<file path="config.mk">
export PLATFORM = sky130hd
export DESIGN_NAME = serial_response_line_parser_top
export DESIGN_NICKNAME = d
export VERILOG_FILES = /design/src/rtl/rlp_pkg.sv /design/src/rtl/serial_response_line_parser_top.sv /design/src/rtl/rlp_core.sv /design/src/rtl/rlp_out_reg.sv
export VERILOG_INCLUDE_DIRS = /design/src /design/src/rtl
export SDC_FILE = /design/constraint.sdc
export NUM_CORES = 1
export LEC_CHECK = 0
export BUFFER_PORTS_ARGS = -buffer_cell sky130_fd_sc_hd__buf_2
export CORE_MARGIN = 2
export CORE_UTILIZATION = 48
export DETAILED_ROUTE_END_ITERATION = 12
export GPL_ROUTABILITY_DRIVEN = 1
export PLACE_DENSITY_LB_ADDON = 0.05
export SLEW_MARGIN = 20
export SYNTH_ARGS = -nofsm -noshare
export SYNTH_HDL_FRONTEND = slang
export SYNTH_HIERARCHICAL = 1
export SYNTH_SLANG_ARGS = --single-unit
</file>
<file path="constraint.sdc">
create_clock -name clock -period 4.2 [get_ports clock]
set_input_delay 0.84 -clock clock [delete_from_list [all_inputs] [get_ports clock]]
set_output_delay 0.84 -clock clock [all_outputs]
set_load 0.02 [all_outputs]
</file>
<file path="src/rtl/assert_macros.svh">
// Assertion macros shared by the response line parser RTL.
// Each macro clocks on clock and is disabled while reset is high.
`ifndef ASSERT_MACROS_SVH
`define ASSERT_MACROS_SVH

// Check cons in the cycle after ante holds
`define RLP_ASSERT_NEXT(label, ante, cons, msg) \
   label: assert property (@(posedge clock) disable iff (reset) (ante) |=> (cons)) \
      else $error(msg);

// Check cons in the same cycle that ante holds
`define RLP_ASSERT_SAME(label, ante, cons, msg) \
   label: assert property (@(posedge clock) disable iff (reset) (ante) |-> (cons)) \
      else $error(msg);

`endif

</file>
<file path="src/rtl/rlp_pkg.sv">
// Types, codes, position constants and helper functions of the response line parser.
// Used by rlp_core, rlp_out_reg, serial_response_line_parser_top and sim/tb.sv; no dependencies.
`timescale 1ns / 1ps

package rlp_pkg;

   // Result status codes
   typedef enum logic [2:0] {
      ST_OK        = 3'd0,
      ST_BAD_START = 3'd1,
      ST_NON_DIGIT = 3'd2,
      ST_MALFORMED = 3'd3,
      ST_OVERFLOW  = 3'd4
   } status_type;

   // Kind of the second part of a line
   typedef enum logic [1:0] {
      KIND_NONE    = 2'd0,
      KIND_TEMP    = 2'd1,
      KIND_MODE    = 2'd2,
      KIND_GENERIC = 2'd3
   } kind_type;

   // One decoded line
   typedef struct packed {
      logic [2:0]  precision;
      logic [17:0] second_number;
      logic [7:0]  second_letter;
      kind_type    second_kind;
      logic [9:0]  first_number;
      logic [7:0]  first_letter;
      status_type  status;
   } result_type;

   localparam int unsigned RESULT_W = $bits(result_type);
   localparam int unsigned RSP_DATA_W = ((RESULT_W + 7) / 8) * 8;

   // Line length limit (items per line before overflow)
   localparam logic [6:0] MAX_LINE = 7'd63;
   localparam logic [6:0] POS_SAT  = 7'd127;
   localparam logic [4:0] LEN_SAT  = 5'd31;

   // Characters
   localparam logic [7:0] CH_NUL   = 8'h00;
   localparam logic [7:0] CH_LT    = 8'h3C;
   localparam logic [7:0] CH_A     = 8'h41;
   localparam logic [7:0] CH_Z     = 8'h5A;
   localparam logic [7:0] CH_ZERO  = 8'h30;
   localparam logic [7:0] CH_NINE  = 8'h39;
   localparam logic [7:0] CH_UNITF = 8'h46;
   localparam logic [7:0] CH_UNITC = 8'h43;

   // Content positions of the fields
   localparam logic [4:0] POS_START     = 5'd0;
   localparam logic [4:0] POS_TYPE      = 5'd1;
   localparam logic [4:0] POS_NUM1_LO   = 5'd2;
   localparam logic [4:0] POS_NUM1_HI   = 5'd4;
   localparam logic [4:0] POS_SECOND    = 5'd5;
   localparam logic [4:0] POS_GEN_LO    = 5'd6;
   localparam logic [4:0] POS_GEN_HI    = 5'd8;
   localparam logic [4:0] POS_MPFX_HI   = 5'd13;
   localparam logic [4:0] POS_MODE_LO   = 5'd14;
   localparam logic [4:0] POS_MODE_HI   = 5'd16;
   localparam logic [4:0] POS_TPFX_HI   = 5'd17;
   localparam logic [4:0] POS_FMT_LO    = 5'd18;
   localparam logic [4:0] POS_FMT_HI    = 5'd20;
   localparam logic [4:0] POS_HIGH_LO   = 5'd22;
   localparam logic [4:0] POS_HIGH_HI   = 5'd24;
   localparam logic [4:0] POS_LOW_LO    = 5'd26;
   localparam logic [4:0] POS_LOW_HI    = 5'd28;

   // Content lengths used when closing a line
   localparam logic [4:0] LEN_MIN       = 5'd2;
   localparam logic [4:0] LEN_NO_SECOND = 5'd5;
   localparam logic [4:0] LEN_MODE_MIN  = 5'd14;
   localparam logic [4:0] LEN_TEMP_MIN  = 5'd18;
   localparam logic [4:0] LEN_TEMP_ONE  = 5'd25;
   localparam logic [4:0] LEN_TEMP_TWO  = 5'd29;

   // Temperature format fields
   localparam logic [9:0] FMT_UNIT_MASK  = 10'h018;
   localparam logic [2:0] FMT_ONE_BYTE   = 3'd1;
   localparam logic [2:0] FMT_TWO_BYTES  = 3'd2;

   // Prefix match flag bits
   localparam int unsigned PFX_TEMP_A = 0;
   localparam int unsigned PFX_TEMP_B = 1;
   localparam int unsigned PFX_MODE   = 2;

   // Pending non-digit flag bits
   localparam int unsigned PEND_GENERIC = 0;
   localparam int unsigned PEND_MODE    = 1;
   localparam int unsigned PEND_FORMAT  = 2;
   localparam int unsigned PEND_VALUE   = 3;

   // Report prefixes, from content position 5 on (":049,005,001,", ":067,003,002,", ":064,003,")
   localparam logic [7:0] TEMP_PFX_A [13] = '{8'h3A, 8'h30, 8'h34, 8'h39, 8'h2C, 8'h30,
      8'h30, 8'h35, 8'h2C, 8'h30, 8'h30, 8'h31, 8'h2C};
   localparam logic [7:0] TEMP_PFX_B [13] = '{8'h3A, 8'h30, 8'h36, 8'h37, 8'h2C, 8'h30,
      8'h30, 8'h33, 8'h2C, 8'h30, 8'h30, 8'h32, 8'h2C};
   localparam logic [7:0] MODE_PFX [9] = '{8'h3A, 8'h30, 8'h36, 8'h34, 8'h2C, 8'h30,
      8'h30, 8'h33, 8'h2C};

   function automatic logic is_digit(input logic [7:0] c);
      return (c >= CH_ZERO) && (c <= CH_NINE);
   endfunction

   // Accumulate one decimal digit; restart loads the digit alone
   function automatic logic [9:0] digit_acc(input logic [9:0] acc, input logic restart,
                                            input logic [7:0] c);
      logic [9:0] d;
      d = {6'd0, c[3:0]};
      if (restart) begin
         return d;
      end
      return (acc << 3) + (acc << 1) + d;
   endfunction

endpackage

</file>
<file path="src/rtl/serial_response_line_parser_top.sv">
// Response line parser top level: request register, parse core and result register.
// Depends on rlp_pkg, rlp_core, rlp_out_reg and assert_macros.svh.
`timescale 1ns / 1ps
`include "assert_macros.svh"

// The block takes one character of an ASCII response line per request, with
// req_tlast on the last character, and returns one decoded result per line on
// the rsp_ channel. A new character is accepted every cycle; a line's result
// is presented once its last character has passed the request register, which
// feeds the parse core, and the core's decode has been captured by the result
// register. The result register lets the next line's characters
// keep flowing while a result waits to be taken. The input stalls only when a
// line's last character finds the previous result still held, and for as long
// as that result is not taken. Status 0 means the fields are valid; any other
// status zeroes them.

module serial_response_line_parser_top (
   input  logic                             clock,
   input  logic                             reset,
   input  logic                             req_tvalid,
   output logic                             req_tready,
   input  logic [7:0]                       req_tdata,  // [7:0] ch
   input  logic                             req_tlast,  // line_end
   output logic                             rsp_tvalid,
   input  logic                             rsp_tready,
   // [2:0] status, [10:3] first_letter, [20:11] first_number, [22:21] second_kind,
   // [30:23] second_letter, [48:31] second_number, [51:49] precision, [55:52] zero
   output logic [rlp_pkg::RSP_DATA_W-1:0]   rsp_tdata
);

   logic                in_valid_ff, in_valid_in;
   logic [7:0]          in_ch_ff;
   logic                in_last_ff;
   logic                accept;
   logic                advance;
   logic                out_free;
   rlp_pkg::result_type core_result;
   rlp_pkg::result_type out_result;

   // Move the held request into the core unless it ends a line and the result is blocked
   assign advance     = in_valid_ff && (!in_last_ff || out_free);
   assign req_tready  = !in_valid_ff || advance;
   assign accept      = req_tvalid && req_tready;
   assign in_valid_in = accept || (in_valid_ff && !advance);

   always_ff @(posedge clock) begin
      if (reset) begin
         in_valid_ff <= 1'b0;
      end else begin
         in_valid_ff <= in_valid_in;
      end
   end

   // Capture request payload
   always_ff @(posedge clock) begin
      if (accept) begin
         in_ch_ff   <= req_tdata;
         in_last_ff <= req_tlast;
      end
   end

   rlp_core u_core (
      .clock   (clock),
      .reset   (reset),
      .advance (advance),
      .ch      (in_ch_ff),
      .last    (in_last_ff),
      .result  (core_result)
   );

   rlp_out_reg u_out (
      .clock     (clock),
      .reset     (reset),
      .load      (advance && in_last_ff),
      .load_data (core_result),
      .take      (rsp_tready),
      .free      (out_free),
      .valid     (rsp_tvalid),
      .data      (out_result)
   );

   // Pack the result, first field lowest
   assign rsp_tdata = {{(rlp_pkg::RSP_DATA_W - rlp_pkg::RESULT_W){1'b0}}, out_result};

   `RLP_ASSERT_NEXT(a_line_gives_rsp, advance && in_last_ff, rsp_tvalid,
      "line end did not produce a response")
   `RLP_ASSERT_NEXT(a_last_waits, in_valid_ff && in_last_ff && rsp_tvalid && !rsp_tready,
      in_valid_ff, "line end dropped while result was held")
   `RLP_ASSERT_NEXT(a_rsp_held, rsp_tvalid && !rsp_tready,
      rsp_tvalid && $stable(rsp_tdata), "waiting response changed or dropped")

endmodule

</file>
<file path="src/rtl/rlp_core.sv">
// Per-line parse state and the decode of a finished line.
// Depends on rlp_pkg and assert_macros.svh.
`timescale 1ns / 1ps
`include "assert_macros.svh"

module rlp_core (
   input  logic                clock,
   input  logic                reset,
   input  logic                advance,
   input  logic [7:0]          ch,
   input  logic                last,
   output rlp_pkg::result_type result
);

   logic [6:0]          pos_ff, pos_in;
   logic [4:0]          len_ff, len_in;
   logic                term_ff, term_in;
   logic [7:0]          type_ff, type_in;
   logic [9:0]          first_ff, first_in;
   logic [2:0]          flags_ff, flags_in;
   logic [9:0]          fmt_ff, fmt_in;
   logic [9:0]          high_ff, high_in;
   logic [9:0]          low_ff, low_in;
   logic [7:0]          letter_ff, letter_in;
   rlp_pkg::status_type err_ff, err_in;
   logic [3:0]          pend_ff, pend_in;

   logic [4:0]          q;
   logic [3:0]          pidx;
   logic                dig;
   logic                temp_sel;

   // Advance the state by one character
   always_comb begin
      pos_in    = pos_ff;
      len_in    = len_ff;
      term_in   = term_ff;
      type_in   = type_ff;
      first_in  = first_ff;
      flags_in  = flags_ff;
      fmt_in    = fmt_ff;
      high_in   = high_ff;
      low_in    = low_ff;
      letter_in = letter_ff;
      err_in    = err_ff;
      pend_in   = pend_ff;
      q         = len_ff;
      pidx      = 4'(len_ff - rlp_pkg::POS_SECOND);
      dig       = rlp_pkg::is_digit(ch);
      temp_sel  = flags_ff[rlp_pkg::PFX_TEMP_A] | flags_ff[rlp_pkg::PFX_TEMP_B];

      if (pos_ff >= rlp_pkg::MAX_LINE) begin
         err_in = rlp_pkg::ST_OVERFLOW;
      end
      if (pos_ff != rlp_pkg::POS_SAT) begin
         pos_in = pos_ff + 7'd1;
      end

      if (!term_ff) begin
         if (ch == rlp_pkg::CH_NUL) begin
            term_in = 1'b1;
         end else begin
            // start character, type letter, first number
            if (q == rlp_pkg::POS_START) begin
               if (ch != rlp_pkg::CH_LT && err_in == rlp_pkg::ST_OK) begin
                  err_in = rlp_pkg::ST_BAD_START;
               end
            end else if (q == rlp_pkg::POS_TYPE) begin
               if (ch < rlp_pkg::CH_A || ch > rlp_pkg::CH_Z) begin
                  if (err_in == rlp_pkg::ST_OK) begin
                     err_in = rlp_pkg::ST_BAD_START;
                  end
               end else begin
                  type_in = ch;
               end
            end else if (q <= rlp_pkg::POS_NUM1_HI) begin
               if (dig) begin
                  first_in = rlp_pkg::digit_acc(first_ff, q == rlp_pkg::POS_NUM1_LO, ch);
               end else if (err_in == rlp_pkg::ST_OK) begin
                  err_in = rlp_pkg::ST_NON_DIGIT;
               end
            end

            if (q == rlp_pkg::POS_SECOND) begin
               letter_in = ch;
            end

            // drop prefix candidates on mismatch
            if (q >= rlp_pkg::POS_SECOND && q <= rlp_pkg::POS_TPFX_HI) begin
               if (ch != rlp_pkg::TEMP_PFX_A[pidx]) begin
                  flags_in[rlp_pkg::PFX_TEMP_A] = 1'b0;
               end
               if (ch != rlp_pkg::TEMP_PFX_B[pidx]) begin
                  flags_in[rlp_pkg::PFX_TEMP_B] = 1'b0;
               end
               if (q <= rlp_pkg::POS_MPFX_HI) begin
                  if (ch != rlp_pkg::MODE_PFX[pidx]) begin
                     flags_in[rlp_pkg::PFX_MODE] = 1'b0;
                  end
               end
            end

            // generic number
            if (q >= rlp_pkg::POS_GEN_LO && q <= rlp_pkg::POS_GEN_HI) begin
               if (dig) begin
                  low_in = rlp_pkg::digit_acc(low_ff, q == rlp_pkg::POS_GEN_LO, ch);
               end else begin
                  pend_in[rlp_pkg::PEND_GENERIC] = 1'b1;
               end
            end

            // mode value
            if (q >= rlp_pkg::POS_MODE_LO && q <= rlp_pkg::POS_MODE_HI &&
                flags_ff[rlp_pkg::PFX_MODE]) begin
               if (dig) begin
                  high_in = rlp_pkg::digit_acc(high_ff, q == rlp_pkg::POS_MODE_LO, ch);
               end else begin
                  pend_in[rlp_pkg::PEND_MODE] = 1'b1;
               end
            end

            // temperature format and value bytes
            if (temp_sel) begin
               if (q >= rlp_pkg::POS_FMT_LO && q <= rlp_pkg::POS_FMT_HI) begin
                  if (dig) begin
                     fmt_in = rlp_pkg::digit_acc(fmt_ff, q == rlp_pkg::POS_FMT_LO, ch);
                  end else begin
                     pend_in[rlp_pkg::PEND_FORMAT] = 1'b1;
                  end
               end
               if (q >= rlp_pkg::POS_HIGH_LO && q <= rlp_pkg::POS_HIGH_HI) begin
                  if (dig) begin
                     high_in = rlp_pkg::digit_acc(high_ff, q == rlp_pkg::POS_HIGH_LO, ch);
                  end else begin
                     pend_in[rlp_pkg::PEND_VALUE] = 1'b1;
                  end
               end
               if (q >= rlp_pkg::POS_LOW_LO && q <= rlp_pkg::POS_LOW_HI &&
                   fmt_ff[2:0] == rlp_pkg::FMT_TWO_BYTES) begin
                  if (dig) begin
                     low_in = rlp_pkg::digit_acc(low_ff, q == rlp_pkg::POS_LOW_LO, ch);
                  end else begin
                     pend_in[rlp_pkg::PEND_VALUE] = 1'b1;
                  end
               end
            end

            if (len_ff != rlp_pkg::LEN_SAT) begin
               len_in = len_ff + 5'd1;
            end
         end
      end
   end

   // Decode the line from the updated state
   always_comb begin
      rlp_pkg::status_type st;
      rlp_pkg::kind_type   kind;
      logic [7:0]          let2;
      logic [17:0]         num;
      logic [2:0]          prec;
      logic [2:0]          bytes;
      logic [4:0]          need;

      st    = err_in;
      kind  = rlp_pkg::KIND_NONE;
      let2  = 8'd0;
      num   = 18'd0;
      prec  = 3'd0;
      bytes = fmt_in[2:0];
      need  = (bytes == rlp_pkg::FMT_TWO_BYTES) ? rlp_pkg::LEN_TEMP_TWO : rlp_pkg::LEN_TEMP_ONE;

      if (st == rlp_pkg::ST_OK && len_in < rlp_pkg::LEN_MIN) begin
         st = rlp_pkg::ST_BAD_START;
      end
      if (st == rlp_pkg::ST_OK && len_in > rlp_pkg::LEN_NO_SECOND) begin
         if ((flags_in[rlp_pkg::PFX_TEMP_A] || flags_in[rlp_pkg::PFX_TEMP_B]) &&
             len_in >= rlp_pkg::LEN_TEMP_MIN) begin
            if (pend_in[rlp_pkg::PEND_FORMAT]) begin
               st = rlp_pkg::ST_NON_DIGIT;
            end else if ((bytes != rlp_pkg::FMT_ONE_BYTE && bytes != rlp_pkg::FMT_TWO_BYTES) ||
                         len_in < need) begin
               st = rlp_pkg::ST_MALFORMED;
            end else if (pend_in[rlp_pkg::PEND_VALUE]) begin
               st = rlp_pkg::ST_NON_DIGIT;
            end else begin
               kind = rlp_pkg::KIND_TEMP;
               let2 = ((fmt_in & rlp_pkg::FMT_UNIT_MASK) != 10'd0) ?
                      rlp_pkg::CH_UNITF : rlp_pkg::CH_UNITC;
               prec = fmt_in[7:5];
               num  = (bytes == rlp_pkg::FMT_ONE_BYTE) ? {8'd0, high_in} :
                      ({high_in, 8'd0} | {8'd0, low_in});
            end
         end else if (flags_in[rlp_pkg::PFX_MODE] && len_in >= rlp_pkg::LEN_MODE_MIN) begin
            if (pend_in[rlp_pkg::PEND_MODE]) begin
               st = rlp_pkg::ST_NON_DIGIT;
            end else begin
               kind = rlp_pkg::KIND_MODE;
               num  = {8'd0, high_in};
            end
         end else begin
            if (pend_in[rlp_pkg::PEND_GENERIC]) begin
               st = rlp_pkg::ST_NON_DIGIT;
            end else begin
               kind = rlp_pkg::KIND_GENERIC;
               let2 = letter_in;
               num  = {8'd0, low_in};
            end
         end
      end

      result.status = st;
      if (st != rlp_pkg::ST_OK) begin
         result.first_letter  = 8'd0;
         result.first_number  = 10'd0;
         result.second_kind   = rlp_pkg::KIND_NONE;
         result.second_letter = 8'd0;
         result.second_number = 18'd0;
         result.precision     = 3'd0;
      end else begin
         result.first_letter  = type_in;
         result.first_number  = first_in;
         result.second_kind   = kind;
         result.second_letter = let2;
         result.second_number = num;
         result.precision     = prec;
      end
   end

   // Hold state between characters; clear it on reset and at the end of each line
   always_ff @(posedge clock) begin
      if (reset || (advance && last)) begin
         pos_ff    <= 7'd0;
         len_ff    <= 5'd0;
         term_ff   <= 1'b0;
         type_ff   <= 8'd0;
         first_ff  <= 10'd0;
         flags_ff  <= 3'b111;
         fmt_ff    <= 10'd0;
         high_ff   <= 10'd0;
         low_ff    <= 10'd0;
         letter_ff <= 8'd0;
         err_ff    <= rlp_pkg::ST_OK;
         pend_ff   <= 4'd0;
      end else if (advance) begin
         pos_ff    <= pos_in;
         len_ff    <= len_in;
         term_ff   <= term_in;
         type_ff   <= type_in;
         first_ff  <= first_in;
         flags_ff  <= flags_in;
         fmt_ff    <= fmt_in;
         high_ff   <= high_in;
         low_ff    <= low_in;
         letter_ff <= letter_in;
         err_ff    <= err_in;
         pend_ff   <= pend_in;
      end
   end

   `RLP_ASSERT_NEXT(a_line_clears, advance && last,
      pos_ff == 7'd0 && len_ff == 5'd0 && flags_ff == 3'b111 && err_ff == rlp_pkg::ST_OK,
      "parse state not cleared after line end")
   `RLP_ASSERT_NEXT(a_overflow_sticky, advance && !last && err_ff == rlp_pkg::ST_OVERFLOW,
      err_ff == rlp_pkg::ST_OVERFLOW, "overflow status lost within a line")
   `RLP_ASSERT_NEXT(a_nul_freezes_len, advance && !last && term_ff,
      term_ff && $stable(len_ff), "content length moved after NUL")

endmodule

</file>
<file path="src/rtl/rlp_out_reg.sv">
// Result register of the response line parser: holds one decoded line until taken.
// Depends on rlp_pkg.
`timescale 1ns / 1ps

module rlp_out_reg (
   input  logic                clock,
   input  logic                reset,
   input  logic                load,
   input  rlp_pkg::result_type load_data,
   input  logic                take,
   output logic                free,
   output logic                valid,
   output rlp_pkg::result_type data
);

   logic                valid_ff, valid_in;
   rlp_pkg::result_type data_ff;

   // Room for a new result when empty or being taken now
   assign free     = !valid_ff || take;
   assign valid_in = load || (valid_ff && !take);

   always_ff @(posedge clock) begin
      if (reset) begin
         valid_ff <= 1'b0;
      end else begin
         valid_ff <= valid_in;
      end
   end

   // Capture payload on load
   always_ff @(posedge clock) begin
      if (load) begin
         data_ff <= load_data;
      end
   end

   assign valid = valid_ff;
   assign data  = data_ff;

endmodule

</file>
==> results.toml, run 1 <==
[drt]
drc_errors = 0
wl_um = 25620
wl_per_cell_um = 18.57
vias_per_cell = 5.801
drtAntennaViolNets = 0
dr_total_vias = 8005
dr.first_iter.drc_count = 614
drt-pass1-iter-count = 5

[final_layout]
layout.nets = 1186
fillerInstances = 1780
antenna_cells = 0
fin_area_um2 = 10770
syn2layout_area_growth_pct = 13.21
drive_above_1_share_pct = 15.96

[floorplanning]
io_pins = 71
dieHeight_um = 144.8
core_area_um2 = 19460
die-area_um2 = 20970
initial_core_util_pct = 48.89
num_rows = 51
dieWidth_um = 144.8

[global_route]
gr-total-overflow = 0
grt_usage_pct = 25.49
antenna_found_initial = 0
grt_max_degree = 55
grt_pass1_vias = 7347
grt_pass1_wl_um = 40810

[worst_setup_path]
cp.required_ns = 4.37
r2r_cells = 11
start_kind = "flop"
cpMostUsedCell = "a21oi_1"
critPathCaptureType = "flop"
slowest_delay_ns = 0.55
cp_data_arrival_time_ns = 4.04
r2r_end = "u_out/data[1]"
crit_type = "reg2reg"
worst_path_max_delay_cell = "dfxtp_1"
cp_max_fo = 21
worstReg2RegStart = "u_core/len_ff[2]"
regToRegSetupSlack_ns = 0.33
timing.critical_path.cells = "or3b_2 > a211o_1 > or2_1 > a211oi_1 > a21oi_1 > ha_1 > a21oi_1 > nor4b_4 > inv_2 > mux2_4 > a221o_1"

[flow_run]
drv_cap = 0

[synth]
yosysWarnings = 6
ys_types = 95
ys_async_sr_fraction_pct = 0
ys.flop_type = "dfxtp_1"
synth_common_cells = "nor2_1 (134), dfxtp_1 (79), a21oi_1 (68), nand2_1 (68), ha_1 (63)"
synth_cells = 1043
synthMostInstantiatedCell = "nor2_1"
synth_area_um2 = 9515
avgSynthCellArea_um2 = 9.123
synth-edff-count = 61
synth_area_leaders = "edfxtp_1 (19%), dfxtp_1 (17%), ha_1 (8.3%)"
yosysTopAreaCell = "edfxtp_1"
yosysSeqAreaShare_pct = 35.87
synth.top_cell.area_share_pct = 19.25
ys_ff_latch = 140

[cts]
clk_pin_slew_ns = 0.06
clk_path_buf_depth = 2
cts-hold-fix-buffers = 0
tritoncts_num_sinks = 140
ctsResizeCount = 0
post_cts_buffers = 0
cts_tree = "built"
htree_levels = 4
cts_buffers = 17
root_buffer = "clkbuf_16"
clk_latency_ns = 0.42

[placement]
io_buffers = 66
place_hpwl_um = 18750
placed_area_um2 = 10190
place.gp.congestion = 0.8429

[timing]
rsz0062_at_grt = "false"
finalCritPeriodShare_pct = 92.14
tns_ns = 0
setup_violations = 0
period_needed_ns = 3.870
finClkSkew_ns = 0.01377
finalHoldViolations = 0
worst_pin_slew_ns = 0.9397
fmax_mhz = 258.4
drv_slew = 0
relSlewSlack_pct = 37.36

[power_and_ir_drop]
p_per_area_nw_per_um2 = 307.3
leakagePower_nw = 4.238
vdd_ir_drop_max_uv = 250.7
p_comb_share_pct = 10.9
power.switching_uw = 885.2
finalPower_mw = 3.311
swShare_pct = 26.74
p_int_mw = 2.426
seqPwrFrac_pct = 44.3
p_clk_share_pct = 44.9

[worst_hold_path]
min_from = "u_core/type_ff[2]"
min_path_cells = 2
hold_class = "reg2reg"
hold_end = "u_core/type_ff[2]"

[status]
status = "finished clean"
==> power by group through the flow <==
stage	Clock [mW]	Combinational [mW]	Sequential (mW)
2_1_floorplan	0	0.242	1.50
3_3_place_gp	0	0.352	1.50
3_5_place_dp	0	0.354	1.50
4_1_cts	1.52	0.356	1.47
5_1_grt	1.58	0.397	1.47
6_report	1.49	0.360	1.47
==> critical path, delay by kind of cell, from the launching register on <==
kind                     cells  cell delay [ns]
buffers and inverters        1             0.12
multiplexers                 1             0.42
adder cells (fa/ha/maj)      1             0.28
flip-flops                   1             0.55
AO/OA/AOI/OAI                5             1.01
AND/OR/NAND/NOR              3             1.24
==> registers in the layout, summed over array words and instances (netlist names) <==
| signal | cells |
|---|---|
| u_out/data | 52 |
| u_core/first_ff | 10 |
| u_core/high_ff | 10 |
| u_core/low_ff | 10 |
| in_ch_ff | 8 |
| u_core/fmt_ff | 8 |
| u_core/letter_ff | 8 |
| u_core/type_ff | 8 |
| u_core/pos_ff | 7 |
| u_core/len_ff | 5 |
| u_core/pend_ff | 4 |
| u_core/err_ff | 3 |
| u_core/flags_ff | 3 |
| in_last_ff | 1 |
| in_valid_ff | 1 |
| u_core/term_ff | 1 |
| u_out/valid | 1 |
==> logic make-up after synthesis <==
group           Yosys count  share of synthesized area, %
simple gates            347                         18.51
flops                   140                         35.87
xor+xnor                 39                         3.669
fa+ha+maj                71                         9.967
compound gates          276                         20.45
mux                      59                         6.351
buf+inv                 110                         5.141
other cells               1                       0.03941
==> worst max path at each step <==
stage	start	end	slack, ns
floorplan	u_core/len_ff[1]	u_out/data[1]	0.26
global placement	u_core/len_ff[2]	u_out/data[1]	0.39
detailed placement	u_core/len_ff[2]	u_out/data[1]	0.36
CTS	u_core/len_ff[2]	u_out/data[1]	0.35
global route	u_core/len_ff[1]	u_out/data[38]	0.006
finish	u_core/len_ff[2]	u_out/data[1]	0.33
==> layout make-up <==
cell class                 count  area, um^2  area share, %
multi-input combinational    796        5645          52.40
clock buffer                  21       493.0          4.576
clock inverter                11       92.59         0.8595
tap                          265       331.6          3.078
sequential                   140        3413          31.68
inverter                      41       153.9          1.429
timing repair buffer         106       643.1          5.970
==> layout by cell type, fill, tap and decap left out, drive strengths merged, types with 8 or more instances in the layout <==
cell type,n
nor4,9
nand4,8
clkbuf,21
edfxtp,61
fa,8
nand2b,17
o21ai,39
o211ai,8
ha,63
nor3,19
inv,48
a21o,12
and2,11
xnor2,26
a211oi,55
a22oi,10
nor2,134
buf,106
a21oi,74
a31oi,9
mux2i,54
nand2,68
dfxtp,79
nand3,25
xor2,13
==> stage by stage <==
step	setup WS (ns)	hold slack [ns]	util [%]	cells
after floorplan	0.2645	0.4317	-	1046
after global placement	0.3939	0.4418	52.34	1348
after detailed placement	0.3591	0.4471	52.34	1348
after CTS	0.3466	0.4556	55.35	1380
after global routing	0.005832	0.4796	55.35	1380
final	0.3302	0.4574	55.35	1380
==> routing by layer <==
metal | vias up | GRT usage, % | share of wire (%)
met2 | 262 | 38.63 | 44
met3 | 30 | 4.607 | 5.8
met1 | 3752 | 37.15 | 48
met4 | 0 | 7.256 | 1.7
met5 | - | 0 | 0
li1 | 3961 | - | -
No activity file was read; power rests on OpenSTA's default activity.
==> run 2: changes to the inputs <==
--- a/config.mk
+++ b/config.mk
@@ -11,2 +11,3 @@
 export CORE_UTILIZATION = 48
+export CTS_CLUSTER_DIAMETER = 30
 export DETAILED_ROUTE_END_ITERATION = 12
==> constraint.sdc (replaced) <==
create_clock -name clock -period 4.2 [get_ports clock]
set_input_delay 0 -clock clock [delete_from_list [all_inputs] [get_ports clock]]
set_output_delay 0 -clock clock [all_outputs]
set_load 0.02 [all_outputs]
==> run 2 against run 1 <==
Against the previous run:
- final cell count grew 0.94%
- first-iteration DRC count is 5.7% lower
- combinational power is 2% higher
- die area unchanged
- sequential cell count unchanged
==> results.toml, run 2 (synthesis results as in run 1) <==
[final_layout]
instances_no_fill = 1393
fillerInstances = 1777
antenna_cells = 0
syn2layout_area_growth_pct = 14.81
utilization_pct = 56.13
mostFrequentLayoutCells = "nor2_1 (134), dfxtp_1 (79), nand2_1 (68), a21oi_1 (68), buf_2 (66)"
drive_above_1_share_pct = 15.78
layout.nets = 1199
layout_commonest_cell = "nor2_1"
largest_reg_flops = 52

[worst_setup_path]
start_kind = "flop"
r2r_cells = 13
worstReg2RegStart = "u_core/len_ff[1]"
regToRegSetupSlack_ns = 0.30
cp_data_arrival_time_ns = 4.04
r2r_end = "u_out/data[34]"
crit_type = "reg2reg"
slowest_delay_ns = 0.50
critPathCaptureType = "flop"
worst_path_max_delay_cell = "o21ai_1"
timing.critical_path.cells = "inv_1 > ha_1 > ha_1 > buf_4 > nor3_1 > mux2i_2 > a31o_1 > a2111oi_2 > nand4_1 > o211a_1 > buf_4 > o21ai_1 > a211oi_1"
cp.required_ns = 4.34
cp_max_fo = 25

[floorplanning]
die-area_um2 = 20970
num_rows = 51
dieWidth_um = 144.8
core_area_um2 = 19460
io_pins = 71
dieHeight_um = 144.8
initial_core_util_pct = 48.89

[cts]
clk_path_buf_depth = 2
clk_pin_slew_ns = 0.06
cts_buffers = 17
clk_latency_ns = 0.43
root_buffer = "clkbuf_16"
post_cts_buffers = 0
tritoncts_num_sinks = 140
htree_levels = 4
cts_tree = "built"

[global_route]
grt_pass1_vias = 7514
antenna_found_initial = 0
grt_pass1_wl_um = 40900
gr-total-overflow = 0
grt_usage_pct = 25.45
grt_max_degree = 52

[power_and_ir_drop]
leakagePower_nw = 4.303
p_comb_share_pct = 10.7
seqPwrFrac_pct = 42.9
vdd_ir_drop_max_uv = 242.2
swShare_pct = 25.62
p_clk_share_pct = 46.4
power.switching_uw = 876.5
p_per_area_nw_per_um2 = 313.1
p_int_mw = 2.544

[placement]
placedCellCount = 1349
place_hpwl_um = 18940
io_buffers = 66
place.gp.congestion = 0.8645

[flow_run]
drv_cap = 0

[worst_hold_path]
min_path_cells = 2
min_from = "req_tvalid"
hold_end = "in_ch_ff[1]"
hold_class = "in2reg"

[timing]
finalHoldViolations = 0
finalCritPeriodShare_pct = 92.80
finClkSkew_ns = 0.008079
period_needed_ns = 3.898
tns_ns = 0
drv_slew = 0
rsz0062_at_grt = "false"
setup_violations = 0
fmax_mhz = 256.6
worst_pin_slew_ns = 0.9076
relSlewSlack_pct = 39.49

[drt]
drt-pass1-iter-count = 5
wl_um = 25910
wl_per_cell_um = 18.60
drtAntennaViolNets = 0
drc_errors = 0
dr.first_iter.drc_count = 579
dr_total_vias = 8009
vias_per_cell = 5.749

[status]
status = "finished clean"
## run 2: cell types whose count changed in the layout (fill, tap and decap cells not counted)
| cell | delta |
|---|---|
| bufinv_16 | +2 |
| a2111oi_0 | -1 |
| inv_8 | -2 |
| inv_4 | -1 |
| clkbuf_1 | +1 |
| a2111oi_1 | +1 |
| buf_4 | +2 |
| buf_12 | -1 |
| dlygate4sd3_1 | +12 |
## run 2: worst max-delay path, delay by kind of cell (launching register included)
kind | cells | cell delay (ns)
buffers and inverters | 3 | 0.56
adders and majority gates | 2 | 0.61
muxes | 1 | 0.16
and+or+nand+nor | 2 | 0.45
DFF | 1 | 0.31
AOI/OAI and AO/OA | 5 | 1.51
## run 2: final cells by class
class | count | area (um^2) | area share, %
multi-input combinational | 796 | 5647 | 51.69
sequential | 140 | 3413 | 31.25
timing repair buffer | 119 | 758.2 | 6.941
clock buffer | 22 | 496.7 | 4.547
tap | 265 | 331.6 | 3.035
inverter | 41 | 153.9 | 1.409
clock inverter | 10 | 123.9 | 1.134
## run 2: metrics by stage
stage	setup slack, ns	hold WS [ns]	power [mW]	cell area (um^2)
floorplan	0.2645	0.06244	1.742	9527
global placement	0.4089	0.1779	1.849	10180
detailed placement	0.3636	0.1796	1.851	10180
CTS	0.3371	0.01981	3.453	10920
global route	0.05799	0.03375	3.542	10920
finish	0.3023	0.03647	3.421	10920
## run 2: routing by layer
| layer | GRT usage, % | wire, um |
|---|---|---|
| met1 | 35.87 | 12390 |
| met2 | 39.52 | 11640 |
| met3 | 5.429 | 1499 |
| met4 | 7.052 | 381 |
| met5 | 0 | 0 |
## run 2: power by group through the flow
stage,logic [mW],registers [mW],clock network (mW)
after floorplan,0.242,1.50,0
after global placement,0.353,1.50,0
after detailed placement,0.355,1.50,0
after CTS,0.365,1.47,1.62
after global routing,0.406,1.47,1.67
final,0.367,1.47,1.59
## run 2: how the worst max path moves through the flow
stage	startpoint	endpoint	slack (ns)	depth (start not counted)
6_report	u_core/len_ff[1]	u_out/data[34]	0.30	13
5_1_grt	u_core/len_ff[1]	u_out/data[25]	0.06	13
4_1_cts	u_core/len_ff[1]	u_out/data[34]	0.34	13
3_5_place_dp	u_core/len_ff[1]	u_out/data[38]	0.36	13
3_3_place_gp	u_core/len_ff[1]	u_out/data[1]	0.41	12
2_1_floorplan	u_core/len_ff[1]	u_out/data[1]	0.26	15
## run 2: timing repair
action | 4_1_cts | 5_1_grt
endpoints found under the setup margin | 0 | 1
hold buffers | 12 | 0
gates resized for setup | 0 | 1
endpoints found under the hold margin | 11 | 0
